==> config.mk <==
export PLATFORM = sky130hd
export DESIGN_NAME = orw_ctrl
export DESIGN_NICKNAME = d
export VERILOG_FILES = /design/src/hdl/orw_pkg.sv /design/src/hdl/orw_ctrl.sv
export SDC_FILE = /design/constraint.sdc
export NUM_CORES = 1
export LEC_CHECK = 0
export BUFFER_PORTS_ARGS = -buffer_cell sky130_fd_sc_hd__buf_2
export CORE_AREA = 2 2 39 41
export DETAILED_ROUTE_END_ITERATION = 10
export DIE_AREA = 0 0 41 43
export GPL_ROUTABILITY_DRIVEN = 0
export PLACE_DENSITY = 0.56
export SLEW_MARGIN = 20
export SYNTH_ARGS = -nofsm -noshare
export SYNTH_HDL_FRONTEND = slang
export SYNTH_SLANG_ARGS = --single-unit
==> constraint.sdc <==
create_clock -name clk -period 1.65 [get_ports clk]
set_clock_uncertainty 0.05 [all_clocks]
set_input_delay 0.33 -clock clk [delete_from_list [all_inputs] [get_ports clk]]
set_output_delay 0.33 -clock clk [all_outputs]
set_load 0.01 [all_outputs]
==> src/hdl/orw_pkg.sv <==
// ----------------------------------------------------------------------------
// orw_pkg
// Shared location codes, error codes and the command and status words that
// pass between the operand unit controller and its datapath.
// ----------------------------------------------------------------------------
package orw_pkg;

	localparam logic [3:0] LOC_AL      = 4'd0;
	localparam logic [3:0] LOC_CH      = 4'd5;
	localparam logic [3:0] LOC_AX      = 4'd6;
	localparam logic [3:0] LOC_BX      = 4'd7;
	localparam logic [3:0] LOC_CX      = 4'd8;
	localparam logic [3:0] LOC_IP      = 4'd9;
	localparam logic [3:0] LOC_VIA_A   = 4'd10;
	localparam logic [3:0] LOC_VIA_B   = 4'd11;
	localparam logic [3:0] LOC_VIA_C   = 4'd12;
	localparam logic [3:0] LOC_IMM     = 4'd13;
	localparam logic [3:0] LOC_VIA_IMM = 4'd14;
	localparam logic [3:0] LOC_NONE    = 4'd15;

	localparam logic OP_READ  = 1'b0;
	localparam logic OP_WRITE = 1'b1;

	localparam logic [1:0] ERR_NONE     = 2'd0;
	localparam logic [1:0] ERR_LOCATION = 2'd1;
	localparam logic [1:0] ERR_IP_WRITE = 2'd2;

	localparam logic [1:0] REG_A = 2'd0;
	localparam logic [1:0] REG_B = 2'd1;

	// Controller to datapath.
	typedef struct packed {
		logic load_in;     // capture the input word
		logic ptr_load;    // pointer from a register or the immediate address
		logic ptr_ind;     // pointer from the two bytes just fetched
		logic q_load;      // register the quotient of the pointer by the memory size
		logic acc_first;   // first memory access of a phase
		logic acc_second;  // second memory access of a phase
		logic ind;         // the accesses fetch the pointer, not the operand
		logic out_load;    // load the result register and commit register writes
	} orw_cmd_t;

	// Datapath to controller.
	typedef struct packed {
		logic is_err;
		logic is_reg;
		logic is_ind;
		logic single_rd;
		logic single_wr;
	} orw_status_t;

endpackage

==> src/hdl/orw_ctrl.sv <==
// ----------------------------------------------------------------------------
// orw_ctrl
// Sequencer of the operand unit: walks each word through decode and, where
// needed, address reduction, pointer fetch and data access; owns out_valid.
// ----------------------------------------------------------------------------
module orw_ctrl (
	input  logic                 clk,
	input  logic                 arst_n,
	input  logic                 in_valid,
	output logic                 in_ready,
	output logic                 out_valid,
	input  logic                 out_ready,
	input  orw_pkg::orw_status_t status,
	output orw_pkg::orw_cmd_t    cmd
);
	import orw_pkg::*;

	localparam logic [3:0] S_IDLE   = 4'd0;
	localparam logic [3:0] S_DECODE = 4'd1;
	localparam logic [3:0] S_RED    = 4'd2;
	localparam logic [3:0] S_IND0   = 4'd3;
	localparam logic [3:0] S_IND1   = 4'd4;
	localparam logic [3:0] S_IND2   = 4'd5;
	localparam logic [3:0] S_MEM0   = 4'd6;
	localparam logic [3:0] S_MEM1   = 4'd7;
	localparam logic [3:0] S_FIN    = 4'd8;

	logic [3:0] state_q;
	logic [3:0] state_d;
	logic       ind_done_q;
	logic       out_valid_q;
	logic       fin_go;

	assign in_ready  = (state_q == S_IDLE);
	assign out_valid = out_valid_q;
	assign fin_go    = (state_q == S_FIN) && (!out_valid_q || out_ready);

	always_comb begin
		cmd     = '0;
		state_d = state_q;
		unique case (state_q)
			S_IDLE: begin
				if (in_valid) begin
					cmd.load_in = 1'b1;
					state_d     = S_DECODE;
				end
			end
			S_DECODE: begin
				if (status.is_err || status.is_reg) begin
					state_d = S_FIN;
				end else begin
					cmd.ptr_load = 1'b1;
					state_d      = S_RED;
				end
			end
			S_RED: begin
				cmd.q_load = 1'b1;
				state_d    = (status.is_ind && !ind_done_q) ? S_IND0 : S_MEM0;
			end
			S_IND0: begin
				cmd.ind       = 1'b1;
				cmd.acc_first = 1'b1;
				state_d       = S_IND1;
			end
			S_IND1: begin
				cmd.ind        = 1'b1;
				cmd.acc_second = 1'b1;
				state_d        = S_IND2;
			end
			S_IND2: begin
				cmd.ptr_ind = 1'b1;
				state_d     = S_RED;
			end
			S_MEM0: begin
				cmd.acc_first = 1'b1;
				state_d = (status.single_rd || status.single_wr) ? S_FIN : S_MEM1;
			end
			S_MEM1: begin
				cmd.acc_second = 1'b1;
				state_d        = S_FIN;
			end
			S_FIN: begin
				if (fin_go) begin
					cmd.out_load = 1'b1;
					state_d      = S_IDLE;
				end
			end
			default: begin
				state_d = S_IDLE;
			end
		endcase
	end

	always_ff @(posedge clk or negedge arst_n) begin
		if (!arst_n) begin
			state_q     <= S_IDLE;
			ind_done_q  <= 1'b0;
			out_valid_q <= 1'b0;
		end else begin
			state_q <= state_d;
			if (cmd.load_in) begin
				ind_done_q <= 1'b0;
			end else if (cmd.ptr_ind) begin
				ind_done_q <= 1'b1;
			end
			if (cmd.out_load) begin
				out_valid_q <= 1'b1;
			end else if (out_ready) begin
				out_valid_q <= 1'b0;
			end
		end
	end

endmodule

==> results of run 1 <==
## cell type report
cell class	count	area, um^2
fillers	124	567
multi-input cells	33	299
repair buffers	40	308
well taps	16	20.0
clock buffers	3	22.5
inverters	4	15.0
flip-flops and latches	6	153
## worst register-to-register path, delay by kind of cell, from the launching register on
family,cells,cell delay (ns)
and+or+nand+nor,1,0.49
DFF,1,0.42
AOI/OAI and AO/OA,2,0.44
buffers and inverters,1,0.15
## layer usage
| metal | vias up | track usage | routed length (um) |
|---|---|---|---|
| met5 | - | 0 | 0 |
| met4 | 0 | 0.0867 | 42 |
| met3 | 4 | 0.0262 | 65 |
| met2 | 21 | 0.319 | 795 |
| met1 | 237 | 0.226 | 548 |
| li1 | 252 | - | - |
## cells in the mapped netlist
library cell  count  share of area
nor3_1            2          0.024
nor2_1            4          0.036
o311ai_0          2          0.042
dfrtp_1           6           0.36
and2_1            1          0.015
nor2b_1           2          0.030
o21ai_0           2          0.024
nor4_1            1          0.015
a21o_1            1          0.018
o211ai_1          1          0.018
and4bb_2          1          0.030
or4b_1            2          0.047
nor4b_1           1          0.021
inv_1             4          0.036
nor3b_1           2          0.036
and2b_1           1          0.018
nand2_1           1         0.0089
or3b_2            1          0.021
xnor2_1           1          0.021
buf_6             1          0.027
buf_2             3          0.036
nand3b_1          3          0.053
nand3_1           1          0.012
a21oi_1           2          0.024
a221oi_2          1          0.036
## path summary, 6_finish.rpt
check,start,endpoint,slack (ns),depth (start not counted)
setup reg to reg,state_q[2]$_DFFE_PN0P_,state_q[0]$_DFFE_PN0P_,-0.02,4
setup / recovery,state_q[1]$_DFFE_PN0P_,cmd[0],-0.20,3
hold / removal,out_ready,out_valid$_DFFE_PN0P_,0.27,2
min in group asynchronous,arst_n,ind_done_q$_DFFE_PN0P_,0.40,2
max in group asynchronous,arst_n,state_q[2]$_DFFE_PN0P_,0.99,2
hold reg to reg,ind_done_q$_DFFE_PN0P_,ind_done_q$_DFFE_PN0P_,0.54,2
## flip-flops by register name (all words and copies together), names as in the netlist
name	flops
ind_done_q	1
out_valid	1
state_q	4
## power by group through the flow
| stage | sequential [mW] | clock (mW) | combinational (mW) |
|---|---|---|---|
| floorplan | 0.247 | 0 | 0.472 |
| global placement | 0.283 | 0 | 0.741 |
| detailed placement | 0.283 | 0 | 0.755 |
| CTS | 0.289 | 0.135 | 1.09 |
| global route | 0.309 | 0.147 | 1.32 |
| finish | 0.299 | 0.133 | 1.24 |
## through the flow
stage                     utilization  hold slack [ns]
after floorplan                     -          -0.0156
after global placement          0.424            0.112
after detailed placement        0.424            0.111
after CTS                       0.548            0.264
after global routing            0.590            0.276
final                           0.590            0.269
## kinds of logic (layout without fill, tap and decap cells)
group                  count (synthesis)  count (layout)  share of synthesized area
AND/OR/NAND/NOR                       23              23                      0.365
AO/OA/AOI/OAI                          9               9                      0.160
buffers and inverters                  8              47                     0.0979
flip-flops                             6               6                      0.356
XOR/XNOR                               1               1                     0.0208
## timing repair
action	CTS	global route
pin swaps	8	5
endpoints found under the setup margin	8	12
buffers inserted	9	4
gates resized for setup	16	9
endpoints found under the hold margin	6	0
hold buffers	1	0
==> results.cfg, run 1 <==
[cts]
cts_tree = built
path_clk_slew_ns = 0.05
htree_levels = 1
clk_latency_ns = 0.24
numCtsBuffers = 3
cts_buffer_depth = 2
cts_root_buffer = clkbuf_4
cts_sinks = 6

[drt]
drc_errors = 0
drt_iter0_drc = 5
viasPerCell = 5.04
via_count = 514
routedWlPerCell_um = 14.2
detail-route-antenna-nets = 0
drt_first_pass_iters = 4
routed_wl_um = 1450

[setup_path]
slowest_delay_ns = 0.54
worst-path-max-fanout = 4
slowest_stage = or4b_4
worstSetupPathType = reg2out
cp-start-kind = register
worstPathCellList = or4b_4 -> a21oi_2 -> buf_2
crit_family = simple AND/OR/NAND/NOR gates
worst-path-buf-inv = 1
crit_arrival_ns = 1.47
end_kind = primary output
required_ns = 1.27

[synth]
netlist_instances = 47
yosys_register_bits = 6
postSynthAreaPerCell_um2 = 8.97
yosys_warnings = 0
ys_seq_area_frac = 0.356
synth_area_um2 = 422
syn_nets = 56
synth_cell_type_count = 25

[place]
dp.cells = 87
port_buffers = 18
post-place-ws_ns = 0.0125
hpwl_um = 928
dpl_cell_area_um2 = 587

[power]
power.total_mw = 1.68
p_sw_uw = 649
power_density_nw_per_um2 = 2050
clkPwrFrac = 0.079
internal-power_mw = 1.03
p_seq_frac = 0.178
ir_drop_mv = 0.860
leakagePower_nw = 0.406
p_sw_frac = 0.387
combPwrFrac = 0.743

[sta]
post-route-period-util = 1.12
setup_ws_ns = -0.197
max_freq_mhz = 541
maxSlewViolCount = 0
max_slew_margin = 0.658
tightest_slew_ns = 0.506
grt_setup_unrepaired = yes
setup_viol = 10
period_needed_ns = 1.85
hold_violations = 0
tns_ns = -1.00

[cells_and_area]
layout_common_cells = buf_2, buf_4, buf_6, inv_1, dfrtp_1
fin_area_um2 = 817
diodes = 0
drive_gt1_frac = 0.674
layout.nets = 97
area_growth_pct = 93.8
layoutNonFillerInstCount = 102

[floorplanning]
num_rows = 14
die-area_um2 = 1760
io_pins = 19
die_x_um = 41
die_height_um = 43
core-area_um2 = 1380
start_util = 0.305

[run_status]
violations = setup timing
status = complete, but fails checks

[global_route]
grt_pass1_wl_um = 2260
grt-ovfl-total = 0
grtUsageTotal = 0.191
antenna_found_initial = 0
grt_pass1_vias = 521
grt_max_degree = 7

[worst_hold_path]
hold_path.class = in2reg

[job]
maxCapViolCount = 0
Note: power is estimated with default switching activity, not from simulation.
==> run 2, diff against run 1 <==
RECOVER_POWER = 25   (was default)
==> run 2 against run 1 <==
Effect of this change:
- the run still ends with setup timing left
- via count unchanged
- register-to-register slack hardly changed
- core utilization fell by 0.090 points
- largest cell class unchanged
- sequential power hardly changed
- global-route usage unchanged
- non-clock buffer count did not move
- worst setup slack unchanged
- sequential cell count unchanged
- wire length fell by 0.14%
==> results.cfg, run 2 (same netlist as run 1, synthesis figures left out) <==
[power]
p_sw_uw = 649
power.total_mw = 1.68
power_density_nw_per_um2 = 2050
leakagePower_nw = 0.403
clkPwrFrac = 0.079
ir_drop_mv = 0.854
combPwrFrac = 0.743
p_seq_frac = 0.178
internal-power_mw = 1.03
p_sw_frac = 0.387

[setup_path]
slowest_stage = or4b_4
crit_family = simple AND/OR/NAND/NOR gates
r2r_end = state_q[0]$_DFFE_PN0P_
worst-path-buf-inv = 1
r2r_cells = 4
r2r_slack_ns = -0.02
end_kind = primary output
required_ns = 1.27
cp-start-kind = register
worstPathCellList = or4b_4 -> a21oi_2 -> buf_2
worstSetupPathType = reg2out
rr_startpoint = state_q[2]$_DFFE_PN0P_
worst-path-max-fanout = 4
slowest_delay_ns = 0.54
crit_arrival_ns = 1.47

[sta]
period_needed_ns = 1.85
setup_viol = 10
max_slew_margin = 0.658
tns_ns = -1.00
post-route-period-util = 1.12
hold_violations = 0
tightest_slew_ns = 0.506
setup_ws_ns = -0.197
hold_ws_ns = 0.269
grt_setup_unrepaired = yes
maxSlewViolCount = 0
max_freq_mhz = 541

[job]
maxCapViolCount = 0

[global_route]
grt_pass1_vias = 521
antenna_found_initial = 0
grtUsageTotal = 0.191
grt_max_degree = 7
grt-ovfl-total = 0
grt_pass1_wl_um = 2260

[cells_and_area]
layout.nets = 97
seq_area_um2 = 153
fillCellCount = 124
area_growth_pct = 93.5
final_common_cell = buf_4
layoutNonFillerInstCount = 102
top_register = state_q
diodes = 0
layout_common_cells = buf_4, buf_2, buf_6, inv_1, dfrtp_1
multi_input_area_um2 = 299
largest_reg_flops = 4
fin_area_um2 = 816
fin_util = 0.590
drive_gt1_frac = 0.663

[cts]
path_clk_slew_ns = 0.05
cts_sinks = 6
numCtsBuffers = 3
htree_levels = 1
cts_tree = built
cts_root_buffer = clkbuf_4
cts_buffer_depth = 2
clk_latency_ns = 0.24

[drt]
routed_wl_um = 1450
detail-route-antenna-nets = 0
routedWlPerCell_um = 14.2
viasPerCell = 5.04
drc_errors = 0
drt_iter0_drc = 5
drt_first_pass_iters = 4
via_count = 514

[place]
hpwl_um = 928
post-place-ws_ns = 0.0125
dpl_cell_area_um2 = 587
dp.cells = 87
port_buffers = 18

[worst_hold_path]
hold_end = out_valid$_DFFE_PN0P_
hold_path.class = in2reg
hold_depth = 2
holdCritStartpoint = out_ready

[floorplanning]
die-area_um2 = 1760
start_util = 0.305
io_pins = 19
num_rows = 14
core-area_um2 = 1380
die_height_um = 43
die_x_um = 41

[run_status]
violations = setup timing
status = complete, but fails checks
==> run 2: how the worst max path moves through the flow <==
stage | start | end | slack (ns) | depth (start not counted)
after floorplan | state_q[0]$_DFFE_PN0P_ | cmd[7] | 0.04 | 3
after global placement | state_q[0]$_DFFE_PN0P_ | cmd[7] | 0.03 | 4
after detailed placement | state_q[0]$_DFFE_PN0P_ | cmd[0] | 0.01 | 3
after CTS | state_q[2]$_DFFE_PN0P_ | cmd[0] | -0.20 | 3
after global routing | state_q[2]$_DFFE_PN0P_ | cmd[0] | -0.25 | 3
final | state_q[1]$_DFFE_PN0P_ | cmd[0] | -0.20 | 3
==> run 2: worst register-to-register path, stage by stage (launching register included) <==
cell and delay (ns):
dfrtp_2 0.42, buf_4 0.15, or4b_1 0.49, a21o_1 0.18
a221oi_2 0.26
==> run 2: layout make-up <==
| cell class | instances | share of cell area |
|---|---|---|
| sequential | 6 | 0.187 |
| clock buffer | 3 | 0.0276 |
| multi-input combinational | 33 | 0.367 |
| timing repair buffer | 40 | 0.376 |
| inverter | 4 | 0.0184 |
| tap | 16 | 0.0245 |
==> run 2: power by group through the flow <==
stage / Clock (mW) / Sequential [mW] / Combinational (mW)
6_report: 0.133 / 0.299 / 1.24
5_1_grt: 0.147 / 0.309 / 1.32
4_1_cts: 0.135 / 0.289 / 1.09
3_5_place_dp: 0 / 0.283 / 0.755
3_3_place_gp: 0 / 0.283 / 0.741
2_1_floorplan: 0 / 0.247 / 0.472
==> run 2: repair_timing <==
| item | CTS | global route |
|---|---|---|
| resized for setup | 16 | 9 |
| pin swaps | 8 | 5 |
| endpoints found under the setup margin | 8 | 12 |
| hold buffers | 1 | 0 |
| hold endpoints to repair | 6 | 0 |
| setup buffers | 9 | 4 |
==> run 2: layer usage <==
layer / vias to the layer above / wire length [um] / GRT usage
met5: - / 0 / 0
met4: 0 / 42 / 0.0867
met3: 4 / 65 / 0.0262
met2: 21 / 795 / 0.319
met1: 237 / 547 / 0.226
li1: 252 / - / -
